## src/rnxarb_pkg.sv

```systemverilog
// ----------------------------------------------------------------------------
// rnxarb_pkg
// Shared types and constants for the ring neighbor exclusion arbiter.
// ----------------------------------------------------------------------------
package rnxarb_pkg;

   // Ring geometry
   localparam int MAX_REQUESTERS = 32;
   localparam int IDX_W          = $clog2(MAX_REQUESTERS);
   localparam int SIZE_W         = IDX_W + 1;
   localparam logic [SIZE_W-1:0] SIZE_MIN   = SIZE_W'(2);
   localparam logic [SIZE_W-1:0] SIZE_MAX   = SIZE_W'(MAX_REQUESTERS);
   localparam logic [SIZE_W-1:0] SIZE_RESET = SIZE_W'(32);

   // Input item opcode
   localparam logic MODE_REQUEST = 1'b0;
   localparam logic MODE_RELEASE = 1'b1;

   // Per-seat state
   typedef enum logic [1:0] {
      SEAT_IDLE    = 2'd0,
      SEAT_WAITING = 2'd1,
      SEAT_GRANTED = 2'd2
   } seat_state_type;

   // Command broadcast to one cell for the accepted item
   typedef struct packed {
      logic release_op;  // item is a release
      logic is_self;     // this cell is the requester
      logic is_left;     // this cell is the requester's left neighbor
      logic is_right;    // this cell is the requester's right neighbor
   } cell_cmd_type;

   // What a cell shows its neighbors
   typedef struct packed {
      logic base;        // holds a grant, requester already seen as idle
      logic after_left;  // same, after the left retry of a release
   } cell_view_type;

   // Grants a cell gave for the accepted item
   typedef struct packed {
      logic self_g;
      logic left_g;
      logic right_g;
   } cell_grant_type;

endpackage

```

## src/rnxarb_cell.sv

```systemverilog
// ----------------------------------------------------------------------------
// rnxarb_cell
// One seat of the ring: holds its state, looks at its two neighbors' views
// and applies the broadcast command.
// ----------------------------------------------------------------------------
module rnxarb_cell (
   input  logic                       clock,
   input  logic                       reset,
   input  rnxarb_pkg::cell_cmd_type   cmd,
   input  rnxarb_pkg::cell_view_type  left_view,
   input  rnxarb_pkg::cell_view_type  right_view,
   output rnxarb_pkg::cell_view_type  view,
   output rnxarb_pkg::cell_grant_type grant
);
   import rnxarb_pkg::*;

   seat_state_type seat_ff;
   seat_state_type seat_in;
   logic           waiting;

   assign waiting = (seat_ff == SEAT_WAITING);

   // Grant decisions; the right retry sees the result of the left retry
   always_comb begin
      grant.self_g  = cmd.is_self && !cmd.release_op &&
                      !left_view.base && !right_view.base;
      grant.left_g  = cmd.is_left && cmd.release_op && waiting &&
                      !left_view.base && !right_view.base;
      grant.right_g = cmd.is_right && cmd.release_op && waiting && !grant.left_g &&
                      !left_view.after_left && !right_view.after_left;
   end

   // View shown to the neighbors
   always_comb begin
      view.base       = (seat_ff == SEAT_GRANTED) && !(cmd.is_self && cmd.release_op);
      view.after_left = view.base || grant.left_g;
   end

   // Next seat state
   always_comb begin
      seat_in = seat_ff;
      if (cmd.is_self) begin
         if (cmd.release_op) begin
            seat_in = SEAT_IDLE;
         end else if (grant.self_g) begin
            seat_in = SEAT_GRANTED;
         end else begin
            seat_in = SEAT_WAITING;
         end
      end else if (grant.left_g || grant.right_g) begin
         seat_in = SEAT_GRANTED;
      end
   end

   always_ff @(posedge clock) begin
      if (reset) begin
         seat_ff <= SEAT_IDLE;
      end else begin
         seat_ff <= seat_in;
      end
   end

endmodule

```

## config.mk

```make
export PLATFORM = sky130hd
export DESIGN_NAME = rnxarb_cell
export DESIGN_NICKNAME = d
export VERILOG_FILES = /design/src/rnxarb_pkg.sv /design/src/rnxarb_cell.sv
export SDC_FILE = /design/constraint.sdc
export NUM_CORES = 1
export LEC_CHECK = 0
export BUFFER_PORTS_ARGS = -buffer_cell sky130_fd_sc_hd__clkbuf_2
export CORE_AREA = 2 2 39 41
export CTS_BUF_LIST = sky130_fd_sc_hd__clkbuf_16
export CTS_CLUSTER_SIZE = 10
export DETAILED_ROUTE_END_ITERATION = 8
export DIE_AREA = 0 0 41 43
export PLACE_DENSITY = 0.32
export SLEW_MARGIN = 20
export SYNTH_ARGS = -nofsm -noshare
export SYNTH_HDL_FRONTEND = slang
export SYNTH_SLANG_ARGS = --single-unit
export TNS_END_PERCENT = 1
```

## constraint.sdc

```tcl
create_clock -name clock -period 0.9 [get_ports clock]
set_input_delay 0 -clock clock [delete_from_list [all_inputs] [get_ports clock]]
set_output_delay 0 -clock clock [all_outputs]
set_load 0.03 [all_outputs]
```

==> impl_metrics.py <==
metrics = {
    "run_status": {
        "status": "finished, violations left",
        "violations": "negative setup slack",
    },
    "clocking": {
        "cts_tree": "done",
        "htreeDepth": 1,
        "clockBufferDepth": 2,
        "cts_buffers": 3,
        "clk_pin_slew_worst_paths_ps": 30,
        "clockRootBuffer": "clkbuf_16",
        "cts.sinks": 2,
        "clock_latency_ps": 220,
    },
    "cells_and_area": {
        "reg_top3": "seat_ff x2",
        "seq_area_sq_um": 41.3,
        "largest-register": "seat_ff",
        "nNetsFinal": 56,
        "diodes": 0,
        "fill_cells": 154,
        "drive_above_1_share_pct": 68.2,
        "layout.cells.non_filler": 60,
        "largest_register_ffs": 2,
        "utilization_pct": 31.1,
        "multiInputGateArea_sq_um": 143,
        "area_growth_pct": 161,
    },
    "detailed_routing": {
        "vias_per_cell": 4.08,
        "first_iter_violations": 3,
        "finalWirelength_um": 542,
        "route.detailed.drc": 0,
        "vias": 245,
        "firstDrtPassIters": 2,
        "drtAntennaViolNets": 0,
        "wl_per_cell_um": 9.03,
    },
    "sta": {
        "worst_slack_ps": -334,
        "fin_crit_sh_pct": 137,
        "hold_viol": 0,
        "tightestPinTransition_ps": 327,
        "fin_skew_ps": 2.25,
        "relSlewSlack_pct": 78.2,
        "grt_setup_unrepaired": "true",
        "final.min_clock_period_ps": 1230,
        "report.final.slew_viol_count": 0,
        "fmax_mhz": 810,
        "setup_violations": 6,
    },
    "synth": {
        "synth_ff_type": "dfxtp_1",
        "synth_common_cells": "nor2_1, dfxtp_1, nor3_1",
        "ys_seq_area_share_pct": 24.2,
        "yosys.area.top_type": "dfxtp_1",
        "synth_fp_nets": 31,
        "synth.distinct_cells": 16,
        "synth_area_per_cell_sq_um": 7.86,
        "ys_ff_latch": 2,
        "synth.cell_area_sq_um": 165,
        "synth_edf_count": 0,
        "netlist_instances": 21,
        "synth_area_leaders": "dfxtp_1, nor2_1, a211oi_2, nor3b_2, nor3_1",
        "synth_top_area_share_pct": 24.2,
        "yosysWarnings": 0,
        "yosysMostFrequentCell": "nor2_1",
        "async_reset_ff_share_pct": 0,
    },
    "placed_design": {
        "place_ws_ps": -162,
        "dp_cells": 55,
        "port_buffers": 14,
        "dp_hpwl_um": 441,
        "gp_congestion": 0.658,
    },
    "min_path": {
        "worstHoldEndpoint": "seat_ff[1]",
        "min_from": "left_view[1]",
        "hold_path_depth": 3,
        "hold_path.class": "in2reg",
    },
    "setup_path": {
        "cp.arrival_ps": 1230,
        "crit_fanout": 2,
        "cp.buffers_inverters": 1,
        "startpoint_type": "flop",
        "worst_ep_required_time_ps": 900,
        "reg2regPathDepth": 4,
        "crit_family": "simple AND/OR/NAND/NOR gates",
        "end_kind": "output port",
        "slowest_stage": "dfxtp_2",
        "rrSetupSlack_ps": -100,
        "critPathKind": "reg2out",
        "crit_path_cell_trace": "and3b_1 > and2_4 > or2_4 > buf_8",
        "critPathMaxStageDelay_ps": 310,
        "reg2reg_from": "seat_ff[1]",
        "path_depth": 4,
        "rr_endpoint": "seat_ff[0]",
    },
    "power": {
        "finalPower_mw": 0.878,
        "powerDensity_nw_per_um2": 2040,
        "vdd_drop_max_mv": 1.50,
        "power.leakage_nw": 0.197,
    },
    "global_route": {
        "grtUsageTotal_pct": 9.23,
        "antenna_found_initial": 0,
        "grt_pass1_vias": 259,
        "grt-ovfl-total": 0,
        "grt_pass1_wl_um": 986,
        "grt_max_degree": 6,
    },
    "die": {
        "core_sq_um": 1380,
        "ioPinCount": 15,
        "fp.dieW_um": 41,
        "die_y_um": 43,
        "start_util_pct": 11.9,
        "dieArea_sq_um": 1760,
        "rows": 14,
    },
    "run": {
        "maxCapViolCount": 0,
    },
}
[how the worst max path moves through the flow]
stage | startpoint | end
final | seat_ff[1] | view[0]
after global routing | seat_ff[1] | view[0]
after CTS | seat_ff[1] | view[0]
after detailed placement | seat_ff[1] | view[0]
after global placement | seat_ff[1] | view[0]
after floorplan | seat_ff[1] | view[0]
[power breakdown]
part,leakage (nW),total [mW],internal (mW),switching (mW)
Sequential,0.0168,0.0973,0.0950,0.00228
Clock,0.0370,0.664,0.565,0.0991
Combinational,0.143,0.117,0.0623,0.0546
Total,0.197,0.878,0.722,0.156
[metrics by stage]
stage	instance area (sq um)	setup TNS, ps	hold WS (ps)
floorplan	183	-149	64.6
global placement	303	-222	200
detailed placement	303	-250	202
CTS	429	-1150	143
global route	430	-1500	169
finish	430	-1150	143
[worst register-to-register path, delay by kind of cell (launching register included)]
| kind | cells | cell delay [ps] |
|---|---|---|
| buf+inv | 1 | 120 |
| flops | 1 | 300 |
| simple gates | 1 | 220 |
| compound gates | 2 | 240 |
[logic make-up after synthesis]
| logic type | Yosys count | share of synthesized area [%] |
|---|---|---|
| buffers and inverters | 1 | 2.27 |
| AND/OR/NAND/NOR | 13 | 47.7 |
| AO/OA/AOI/OAI | 5 | 25.8 |
| flip-flops | 2 | 24.2 |
[cell type report]
class | count | area share, %
tap | 16 | 4.65
inverter | 1 | 0.872
multi-input combinational | 18 | 33.1
clock buffer | 3 | 17.4
sequential | 2 | 9.59
timing repair buffer | 20 | 34.3
[placed cells by master (no fill, tap or decap), types with 2 or more instances in the layout]
| master | n |
|---|---|
| clkbuf_8 | 2 |
| buf_4 | 5 |
| nor2_1 | 3 |
| clkbuf_16 | 3 |
| nor3_1 | 2 |
| clkbuf_2 | 10 |
[timing repair]
item | CTS | global route
hold buffers | 1 | 0
buffers inserted | 1 | 0
hold endpoints to repair | 1 | 0
gates resized for setup | 9 | 1
pin swaps | 1 | 0
endpoints found under the setup margin | 6 | 6
[per-layer routing]
metal	global-route usage (%)	wire [um]
met4	12.0	34
met3	3.14	36
met2	13.1	244
met5	0	0
met1	8.33	227
No activity file was read; power rests on OpenSTA's default activity.
